--- config.mk ---
export PLATFORM = sky130hd
export DESIGN_NAME = linear_volume_fade_flat
export DESIGN_NICKNAME = d
export VERILOG_FILES = /design/src/rtl/lvf_pkg.sv /design/src/rtl/lvf_req_if.sv /design/src/rtl/lvf_rsp_if.sv /design/src/rtl/lvf_div.sv /design/src/rtl/linear_volume_fade.sv /design/src/flat_wrapper.sv
export SDC_FILE = /design/constraint.sdc
export NUM_CORES = 1
export LEC_CHECK = 0
export BUFFER_PORTS_ARGS = -buffer_cell sky130_fd_sc_hd__buf_2
export CORE_ASPECT_RATIO = 0.7
export CORE_MARGIN = 10
export CORE_UTILIZATION = 30
export CTS_BUF_LIST = sky130_fd_sc_hd__clkbuf_2
export DETAILED_ROUTE_END_ITERATION = 10
export PLACE_DENSITY = 0.41
export REMOVE_ABC_BUFFERS = 1
export SYNTH_ARGS = -nofsm -noshare
export SYNTH_HDL_FRONTEND = slang
export SYNTH_SLANG_ARGS = --single-unit
--- constraint.sdc ---
create_clock -name clock -period 10.6 [get_ports clock]
set_input_delay 1.06 -clock clock [delete_from_list [all_inputs] [get_ports clock]]
set_output_delay 1.06 -clock clock [all_outputs]
set_load 0.01 [all_outputs]
--- src/rtl/lvf_pkg.sv ---
// Package: shared constants and types for the linear volume fade block.
`default_nettype none
package lvf_pkg;

   // Progress is Q0.16; one is 1 << PROG_BITS and needs one extra bit.
   localparam int PROG_BITS      = 16;
   localparam int PROG_W         = PROG_BITS + 1;
   localparam logic [PROG_W-1:0] PROG_ONE = PROG_W'(1) << PROG_BITS;

   // One quotient bit per divider step.
   localparam int DIV_STEPS      = PROG_W;
   localparam int DIV_CNT_BITS   = $clog2(DIV_STEPS);

   // Field and register widths.
   localparam int LEVEL_BITS     = 16;
   localparam int ELAPSED_BITS   = 16;
   localparam int DURATION_BITS  = 24;
   localparam int CSR_INDEX_BITS = 2;
   localparam int CSR_DATA_BITS  = 24;

   // Configuration register indexes.
   localparam logic [CSR_INDEX_BITS-1:0] CSR_FADE_MODE     = 2'd0;
   localparam logic [CSR_INDEX_BITS-1:0] CSR_FADE_DURATION = 2'd1;
   localparam logic [CSR_INDEX_BITS-1:0] CSR_START_LEVEL   = 2'd2;
   localparam logic [CSR_INDEX_BITS-1:0] CSR_TARGET_LEVEL  = 2'd3;

   // Request and mode codes.
   localparam logic REQ_TICK      = 1'b0;
   localparam logic REQ_START     = 1'b1;
   localparam logic MODE_FADE_IN  = 1'b0;
   localparam logic MODE_FADE_OUT = 1'b1;

   // Divider status toward the sequencer.
   typedef struct packed {
      logic busy;
      logic done;
   } lvf_div_status_type;

endpackage
`default_nettype wire

--- src/rtl/lvf_req_if.sv ---
// Interface: request channel carrying tick and start beats.
`default_nettype none
interface lvf_req_if;
   logic        valid;
   logic        ready;
   logic        req_type;
   logic [15:0] elapsed;

   modport source (output valid, output req_type, output elapsed, input ready);
   modport sink   (input valid, input req_type, input elapsed, output ready);
endinterface
`default_nettype wire

--- src/rtl/lvf_rsp_if.sv ---
// Interface: response channel carrying the current volume beats.
`default_nettype none
interface lvf_rsp_if;
   logic        valid;
   logic        ready;
   logic [15:0] level;
   logic        finished;
   logic        busy_res;

   modport source (output valid, output level, output finished, output busy_res, input ready);
   modport sink   (input valid, input level, input finished, input busy_res, output ready);
endinterface
`default_nettype wire

--- src/rtl/lvf_div.sv ---
// Module: restoring divider producing the Q0.16 fade progress.
`default_nettype none
module lvf_div #(
   parameter int TIME_BITS = 24
) (
   input  wire logic                       clock,
   input  wire logic                       reset,
   input  wire logic                       start,
   input  wire logic [TIME_BITS-1:0]       numer,
   input  wire logic [TIME_BITS-1:0]       denom,
   output logic [lvf_pkg::PROG_W-1:0]      quotient,
   output lvf_pkg::lvf_div_status_type     div_status
);
   import lvf_pkg::*;

   logic [TIME_BITS:0]        rem_ff, rem_in;
   logic [TIME_BITS-1:0]      den_ff, den_in;
   logic [PROG_W-1:0]         quo_ff, quo_in;
   logic [DIV_CNT_BITS-1:0]   cnt_ff, cnt_in;
   logic                      busy_ff, busy_in;
   logic                      done_ff, done_in;
   logic                      ge;
   logic [TIME_BITS-1:0]      diff;

   // One quotient bit per cycle: subtract when it fits, then shift.
   // The remainder stays below the divisor, so the shifted value fits.
   always_comb begin
      ge   = (rem_ff >= {1'b0, den_ff});
      diff = ge ? TIME_BITS'(rem_ff - {1'b0, den_ff}) : TIME_BITS'(rem_ff);
   end

   always_comb begin
      rem_in  = rem_ff;
      den_in  = den_ff;
      quo_in  = quo_ff;
      cnt_in  = cnt_ff;
      busy_in = busy_ff;
      done_in = 1'b0;
      if (start) begin
         rem_in  = {1'b0, numer};
         den_in  = denom;
         quo_in  = '0;
         cnt_in  = DIV_CNT_BITS'(DIV_STEPS - 1);
         busy_in = 1'b1;
      end else if (busy_ff) begin
         rem_in = {diff, 1'b0};
         quo_in = {quo_ff[PROG_W-2:0], ge};
         cnt_in = cnt_ff - DIV_CNT_BITS'(1);
         if (cnt_ff == '0) begin
            busy_in = 1'b0;
            done_in = 1'b1;
         end
      end
   end

   always_ff @(posedge clock) begin
      if (reset) begin
         busy_ff <= 1'b0;
         done_ff <= 1'b0;
         cnt_ff  <= '0;
      end else begin
         busy_ff <= busy_in;
         done_ff <= done_in;
         cnt_ff  <= cnt_in;
      end
      rem_ff <= rem_in;
      den_ff <= den_in;
      quo_ff <= quo_in;
   end

   assign quotient        = quo_ff;
   assign div_status.busy = busy_ff;
   assign div_status.done = done_ff;

endmodule
`default_nettype wire

--- src/rtl/linear_volume_fade.sv ---
// Top level: linear volume fade ramp with sequencer, multiplier and config registers.
// Usage:
//  - req_bus carries beats of req_type (tick or start) and elapsed time units.
//  - rsp_bus returns one beat per request: level (Q1.15), finished, busy_res.
//  - csr_we/csr_index/csr_wdata write fade_mode, fade_duration, start_level
//    and target_level; write them only while the block is idle.
//  - A start beat, a tick while disarmed or a tick that finishes the fade
//    goes straight to ST_OUT, which loads the output register; the finishing tick
//    snaps the level to the target (fade in) or to zero (fade out).
//  - Any other tick runs the divider (one quotient bit a cycle), then takes
//    the quotient, multiplies, scales and loads the output register through
//    ST_DIV, ST_MUL, ST_SCALE and ST_OUT; the next request is accepted once
//    the sequencer is back in ST_IDLE.
//  - req_bus.ready is high only while the sequencer is idle and out of reset;
//    one request is worked on at a time.
//  - A finished response waits in the output register while the next request
//    is accepted and computed; a stalled receiver holds the block only when a
//    second response is ready to leave.
//  - Synchronous reset disarms the fade, clears timer and level, drops any
//    pending response and loads the register defaults.
`default_nettype none
module linear_volume_fade #(
   parameter int TIME_BITS       = 24,
   parameter int LEVEL_FRAC_BITS = 15
) (
   input  wire logic                               clock,
   input  wire logic                               reset,
   lvf_req_if.sink                                 req_bus,
   lvf_rsp_if.source                               rsp_bus,
   input  wire logic                               csr_we,
   input  wire logic [lvf_pkg::CSR_INDEX_BITS-1:0] csr_index,
   input  wire logic [lvf_pkg::CSR_DATA_BITS-1:0]  csr_wdata
);
   import lvf_pkg::*;

   // Full scale in Q1.LEVEL_FRAC_BITS and the width needed to compare with it.
   localparam int LEVEL_ONE_W = LEVEL_FRAC_BITS + 1;
   localparam int CMP_W       = (LEVEL_ONE_W > LEVEL_BITS) ? LEVEL_ONE_W : LEVEL_BITS;
   localparam logic [CMP_W-1:0] LEVEL_ONE = CMP_W'(1) << LEVEL_FRAC_BITS;
   localparam int SUM_W       = ((TIME_BITS > ELAPSED_BITS) ? TIME_BITS : ELAPSED_BITS) + 1;
   localparam int PROD_W      = LEVEL_BITS + PROG_W;

   typedef enum logic [2:0] {
      ST_IDLE,
      ST_DIV,
      ST_MUL,
      ST_SCALE,
      ST_OUT
   } state_type;

   // Clamp a level to full scale.
   function automatic logic [LEVEL_BITS-1:0] clamp_level(input logic [LEVEL_BITS-1:0] v);
      logic [CMP_W-1:0] wide;
      wide = CMP_W'(v);
      clamp_level = (wide > LEVEL_ONE) ? LEVEL_BITS'(LEVEL_ONE) : v;
   endfunction

   // Configuration registers.
   logic                     fade_mode_ff;
   logic [DURATION_BITS-1:0] fade_duration_ff;
   logic [LEVEL_BITS-1:0]    start_level_ff;
   logic [LEVEL_BITS-1:0]    target_level_ff;

   always_ff @(posedge clock) begin
      if (reset) begin
         fade_mode_ff     <= MODE_FADE_IN;
         fade_duration_ff <= DURATION_BITS'(1);
         start_level_ff   <= LEVEL_BITS'(32768);
         target_level_ff  <= LEVEL_BITS'(32768);
      end else if (csr_we) begin
         case (csr_index)
            CSR_FADE_MODE:     fade_mode_ff     <= csr_wdata[0];
            CSR_FADE_DURATION: fade_duration_ff <= csr_wdata[DURATION_BITS-1:0];
            CSR_START_LEVEL:   start_level_ff   <= csr_wdata[LEVEL_BITS-1:0];
            CSR_TARGET_LEVEL:  target_level_ff  <= csr_wdata[LEVEL_BITS-1:0];
            default: begin
            end
         endcase
      end
   end

   // Sequencer state and datapath registers.
   state_type               state_ff, state_in;
   logic [TIME_BITS-1:0]    time_acc_ff, time_acc_in;
   logic [LEVEL_BITS-1:0]   level_ff, level_in;
   logic                    armed_ff, armed_in;
   logic                    fin_ff, fin_in;
   logic [PROG_W-1:0]       prog_ff, prog_in;
   logic [PROD_W-1:0]       prod_ff, prod_in;
   logic                    rsp_valid_ff, rsp_valid_in;
   logic [LEVEL_BITS-1:0]   rsp_level_ff, rsp_level_in;
   logic                    rsp_fin_ff, rsp_fin_in;
   logic                    rsp_busy_ff, rsp_busy_in;

   logic [TIME_BITS-1:0]    dur;
   logic [SUM_W-1:0]        t_sum;
   logic [TIME_BITS-1:0]    t_sat;
   logic [LEVEL_BITS-1:0]   start_clamped;
   logic [LEVEL_BITS-1:0]   target_clamped;
   logic [LEVEL_BITS-1:0]   mul_level;
   logic [PROG_W-1:0]       mul_factor;
   logic                    div_start;
   logic [PROG_W-1:0]       div_quotient;
   lvf_div_status_type      div_status;

   // Saturate the accumulated time at the duration.
   always_comb begin
      dur            = TIME_BITS'(fade_duration_ff);
      t_sum          = SUM_W'(time_acc_ff) + SUM_W'(req_bus.elapsed);
      t_sat          = (t_sum > SUM_W'(dur)) ? dur : TIME_BITS'(t_sum);
      start_clamped  = clamp_level(start_level_ff);
      target_clamped = clamp_level(target_level_ff);
      // Fade in scales the target by progress, fade out the start by its complement.
      mul_level      = (fade_mode_ff == MODE_FADE_IN) ? target_clamped : start_clamped;
      mul_factor     = (fade_mode_ff == MODE_FADE_IN) ? prog_ff : PROG_ONE - prog_ff;
   end

   lvf_div #(
      .TIME_BITS (TIME_BITS)
   ) u_div (
      .clock      (clock),
      .reset      (reset),
      .start      (div_start),
      .numer      (t_sat),
      .denom      (dur),
      .quotient   (div_quotient),
      .div_status (div_status)
   );

   always_comb begin
      state_in     = state_ff;
      time_acc_in  = time_acc_ff;
      level_in     = level_ff;
      armed_in     = armed_ff;
      fin_in       = fin_ff;
      prog_in      = prog_ff;
      prod_in      = prod_ff;
      rsp_valid_in = rsp_valid_ff;
      rsp_level_in = rsp_level_ff;
      rsp_fin_in   = rsp_fin_ff;
      rsp_busy_in  = rsp_busy_ff;
      div_start    = 1'b0;

      // Drop the response once the receiver takes the beat.
      if (rsp_valid_ff && rsp_bus.ready) begin
         rsp_valid_in = 1'b0;
      end

      case (state_ff)
         ST_IDLE: begin
            if (req_bus.valid) begin
               fin_in   = 1'b0;
               state_in = ST_OUT;
               if (req_bus.req_type == REQ_START) begin
                  // Restart from the start level.
                  time_acc_in = '0;
                  level_in    = start_clamped;
                  armed_in    = 1'b1;
               end else if (armed_ff) begin
                  time_acc_in = t_sat;
                  if (t_sat == dur) begin
                     // Progress reaches one (also for a zero duration): snap and disarm.
                     armed_in = 1'b0;
                     fin_in   = 1'b1;
                     level_in = (fade_mode_ff == MODE_FADE_IN) ? target_clamped : '0;
                  end else begin
                     div_start = 1'b1;
                     state_in  = ST_DIV;
                  end
               end
               // Disarmed tick: hold the level.
            end
         end
         ST_DIV: begin
            if (div_status.done) begin
               prog_in  = div_quotient;
               state_in = ST_MUL;
            end
         end
         ST_MUL: begin
            prod_in  = PROD_W'(mul_level) * PROD_W'(mul_factor);
            state_in = ST_SCALE;
         end
         ST_SCALE: begin
            level_in = clamp_level(prod_ff[PROG_BITS +: LEVEL_BITS]);
            state_in = ST_OUT;
         end
         ST_OUT: begin
            // Load the output register when it is empty or being drained.
            if (!rsp_valid_ff || rsp_bus.ready) begin
               rsp_valid_in = 1'b1;
               rsp_level_in = level_ff;
               rsp_fin_in   = fin_ff;
               rsp_busy_in  = armed_ff;
               state_in     = ST_IDLE;
            end
         end
         default: begin
            state_in = ST_IDLE;
         end
      endcase
   end

   always_ff @(posedge clock) begin
      if (reset) begin
         state_ff     <= ST_IDLE;
         time_acc_ff  <= '0;
         level_ff     <= '0;
         armed_ff     <= 1'b0;
         fin_ff       <= 1'b0;
         rsp_valid_ff <= 1'b0;
      end else begin
         state_ff     <= state_in;
         time_acc_ff  <= time_acc_in;
         level_ff     <= level_in;
         armed_ff     <= armed_in;
         fin_ff       <= fin_in;
         rsp_valid_ff <= rsp_valid_in;
      end
      prog_ff      <= prog_in;
      prod_ff      <= prod_in;
      rsp_level_ff <= rsp_level_in;
      rsp_fin_ff   <= rsp_fin_in;
      rsp_busy_ff  <= rsp_busy_in;
   end

   // Hold off requests while reset is asserted.
   assign req_bus.ready    = (state_ff == ST_IDLE) && !reset;
   assign rsp_bus.valid    = rsp_valid_ff;
   assign rsp_bus.level    = rsp_level_ff;
   assign rsp_bus.finished = rsp_fin_ff;
   assign rsp_bus.busy_res = rsp_busy_ff;

endmodule
`default_nettype wire
--- src/flat_wrapper.sv ---
// flat-port wrapper written by rule: the top's interface ports become plain ports
module linear_volume_fade_flat import lvf_pkg::*;
#(
   parameter int TIME_BITS       = 24,
   parameter int LEVEL_FRAC_BITS = 15
)
  (clock, reset, csr_we, csr_index, csr_wdata, req_bus_valid, req_bus_req_type, req_bus_elapsed, req_bus_ready, rsp_bus_valid, rsp_bus_level, rsp_bus_finished, rsp_bus_busy_res, rsp_bus_ready);
  lvf_req_if req_bus_i ();
  lvf_rsp_if rsp_bus_i ();
  input  wire logic clock;
  input  wire logic reset;
  input  wire logic csr_we;
  input  wire logic [lvf_pkg::CSR_INDEX_BITS-1:0] csr_index;
  input  wire logic [lvf_pkg::CSR_DATA_BITS-1:0] csr_wdata;
  input wire logic [$bits(req_bus_i.valid)-1:0] req_bus_valid;
  input wire logic [$bits(req_bus_i.req_type)-1:0] req_bus_req_type;
  input wire logic [$bits(req_bus_i.elapsed)-1:0] req_bus_elapsed;
  output wire logic [$bits(req_bus_i.ready)-1:0] req_bus_ready;
  output wire logic [$bits(rsp_bus_i.valid)-1:0] rsp_bus_valid;
  output wire logic [$bits(rsp_bus_i.level)-1:0] rsp_bus_level;
  output wire logic [$bits(rsp_bus_i.finished)-1:0] rsp_bus_finished;
  output wire logic [$bits(rsp_bus_i.busy_res)-1:0] rsp_bus_busy_res;
  input wire logic [$bits(rsp_bus_i.ready)-1:0] rsp_bus_ready;
  assign req_bus_i.valid = req_bus_valid;
  assign req_bus_i.req_type = req_bus_req_type;
  assign req_bus_i.elapsed = req_bus_elapsed;
  assign req_bus_ready = req_bus_i.ready;
  assign rsp_bus_valid = rsp_bus_i.valid;
  assign rsp_bus_level = rsp_bus_i.level;
  assign rsp_bus_finished = rsp_bus_i.finished;
  assign rsp_bus_busy_res = rsp_bus_i.busy_res;
  assign rsp_bus_i.ready = rsp_bus_ready;
  linear_volume_fade #(.TIME_BITS(TIME_BITS), .LEVEL_FRAC_BITS(LEVEL_FRAC_BITS)) u_core (.clock(clock), .reset(reset), .req_bus(req_bus_i), .rsp_bus(rsp_bus_i), .csr_we(csr_we), .csr_index(csr_index), .csr_wdata(csr_wdata));
endmodule
==> reports/qor.yml <==
stdcell_count: 3545
fmax_mhz: 111
yosysMostFrequentCell: "nand2_1"
first_pass_iters: 5
postRouteAntennaNets: 0
hpwl_um: 64100
crit_type: "flip-flop to flip-flop"
synthTopCellsByArea: "fa_1, edfxtp_1, dfxtp_1, ha_1, nand2_1"
clkSlewWorstSetupHoldPaths_ns: 0.11
power.density_nw_per_um2: 102
synth_enable_flop_cells: 99
route.detailed.drc: 0
vias: 18200
die_w_um: 343
drive_above_1_share_pct: 10.1
place_area_um2: 23400
timing.hold.ws_ns: 0.207
worst_skew_pair.late_latency_ns: 1.10
gp_congestion: 0.953
placed_cells: 3419
max_stage_delay_ns: 0.86
critPathTopFamily: "compound AO/OA/AOI/OAI gates"
postCtsSetupBuffers: 0
seq_area_frac_synth_pct: 25.2
wl_um: 80700
crit_chain: "nor4_1 > a41o_1 > and2_0 > a22o_1 > nand2_1 > fa_1 > inv_1 > fa_1 > ha_1 > fa_1 > fa_1 > inv_1 > fa_1 > inv_1 > ha_1 > a21o_1 > a211oi_1 > o211ai_1 > a32oi_1 > o2111ai_1 > a311oi_1 > o21bai_1 > a21oi_1 > xnor2_1"
die_y_um: 246
netlist_area_um2: 21900
synth.largest_area_cell: "fa_1"
hold_path.class: "input port to flip-flop"
cts_buffers: 67
ys_warn_count: 0
fin_tns_setup_ns: 0
grt_max_degree: 79
start_util_pct: 30.4
crit_fanout: 17
worstPathRequired_ns: 11.42
core_area_um2: 72000
h-tree-depth: 3
drt_iter0_markers: 1501
finalCritPeriodShare_pct: 84.8
ios: 68
path_buf_inv: 3
worstSetupStartpointType: "flip-flop"
ys_ff_latch: 227
hold_buffers: 0
ir_drop_mv: 0.0622
ctsRootBufferMaster: "clkbuf_2"
crit_path_end_kind: "flip-flop"
gr-total-overflow: 0
grt_pass1_wl_um: 119000
post_cts_resized: 0
skew_ns: 0.111
clock_sinks: 227
antenna_found_initial: 4
synthFlopType: "dfxtp_1"
relSlewSlack_pct: 17.8
async_flop_share_pct: 0
drt-wirelength-per-cell_um: 22.8
tightest_slew_ns: 1.23
synthCells: 2449
leakage_nw: 10.5
avgViaCountPerCell: 5.12
status: "finished, final reports clean"
cts_buffer_depth: 3
synth.avg_cell_area_um2: 8.95
nets: 2943
yosys.area.top_type_share_pct: 19.0
port_buffers: 67
synth_cell_type_count: 88
grt_setup_unrepaired: "no"
final_util_pct: 33.4
die_area_um2: 84500
synthTopCellsByCount: "nand2_1, inv_1, nor2_1, fa_1, ha_1"
grtUsageTotal_pct: 19.0
hold_viol: 0
grt_pass1_vias: 17700
setup-violations-final: 0
drv_slew: 0
arrival_ns: 9.80
cpMostUsedCell: "fa_1"
rows: 82
drv_cap: 0
cts_tree: "yes"
critPathSlowestCell: "a22o_1"
period_needed_ns: 8.99
fin_area_um2: 24000
syn_to_final_growth_pct: 9.59
report_power, final:
group | internal [mW] | switching (mW)
combinational | 0.252 | 0.425
sequential | 0.989 | 0.0493
clock | 0.302 | 0.443
total | 1.54 | 0.917
placed cells by master, fill, tap and decap left out, types with 20 or more instances in the layout:
cell type | netlist | routed
inv_1 | 320 | 320
o21ai_0 | 42 | 42
nand2b_1 | 22 | 21
a2bb2oi_1 | 24 | 24
nor3_1 | 30 | 29
nor4_1 | 22 | 22
ha_1 | 165 | 165
xor2_1 | 32 | 31
a21o_1 | 20 | 20
nor2_1 | 237 | 237
fa_1 | 208 | 208
o21a_1 | 21 | 21
nand4_1 | 22 | 22
nand2_1 | 326 | 326
mux2i_1 | 87 | 87
dfxtp_1 | 128 | 128
buf_2 | 19 | 66
buf_4 | 3 | 41
nand3_1 | 30 | 30
a22oi_1 | 25 | 25
nor2b_1 | 30 | 30
a21oi_1 | 124 | 124
edfxtp_1 | 99 | 99
and2_1 | 20 | 20
xnor2_1 | 67 | 66
clkbuf_2 | 1 | 98
flip-flops by register name, summed over array words and instances, names as in the netlist:
name and cells:
u_core.u_div.quotient 17, u_core.time_acc_ff 24, u_core.u_div.rem_ff 25, u_core.rsp_bus.valid 1, u_core.u_div.done_ff 1, u_core.start_level_ff 16
u_core.state_ff 3, u_core.dur 24, u_core.fade_mode_ff 1, u_core.fin_ff 1, u_core.u_div.den_ff 24, u_core.armed_ff 1
u_core.target_level_ff 16, u_core.prod_ff 16, u_core.rsp_bus.finished 1, u_core.rsp_bus.level 16, u_core.u_div.cnt_ff 5, u_core.prog_ff 17
u_core.rsp_bus.busy_res 1, u_core.u_div.busy_ff 1, u_core.level_ff 16
worst reg2reg max path: cells and delay by family, from the launching register on:
family	cells	cell delay (ns)
adder cells (fa/ha/maj)	7	3.31
AO/OA/AOI/OAI	10	3.54
AND/OR/NAND/NOR	3	1.28
flip-flops	1	0.40
XOR/XNOR	1	0.08
buffers and inverters	3	0.16
layout make-up:
| cell class | instances | area (um^2) |
|---|---|---|
| clock inverters | 25 | 173 |
| repair buffers | 107 | 638 |
| diodes | 3 | 7.51 |
| clock buffers | 98 | 490 |
| flip-flops and latches | 227 | 5540 |
| fillers | 7576 | 48000 |
| well taps | 966 | 1210 |
| inverters | 321 | 1210 |
| multi-input cells | 1798 | 14800 |
final timing paths:
path,from,slack (ns),depth (start not counted),to
worst max-delay path,u_core.start_level_ff[8],1.61,24,u_core.prod_ff[31]
worst min-delay path,csr_wdata[16],0.21,3,u_core.dur[16]
worst max register to register,u_core.start_level_ff[8],1.61,24,u_core.prod_ff[31]
worst min register to register,u_core.level_ff[4],0.43,0,u_core.rsp_bus.level[4]
kinds of logic after synthesis:
logic type | Yosys count | synth area share, %
xor gates and xnor gates | 102 | 4.26
adders and majority gates | 373 | 28.4
AOI/OAI and AO/OA | 413 | 13.2
buffers and inverters | 424 | 7.58
and+or+nand+nor | 810 | 16.7
muxes | 100 | 4.64
DFF | 227 | 25.2
per-stage QoR:
| step | setup slack, ns | total power, mW |
|---|---|---|
| after detailed placement | 1.77 | 1.73 |
| after CTS | 1.81 | 2.50 |
| after floorplan | 2.93 | 1.48 |
| final | 1.61 | 2.46 |
| after global routing | 1.21 | 2.63 |
| after global placement | 1.87 | 1.73 |
routing by layer:
layer	GRT usage, %	wire length, um	vias to the layer above
li1	-	-	8446
met1	31.1	43800	8987
met2	22.0	27400	655
met3	6.92	8520	67
met4	3.52	934	0
met5	0	0	-
Power figures use the tool's default switching activity.
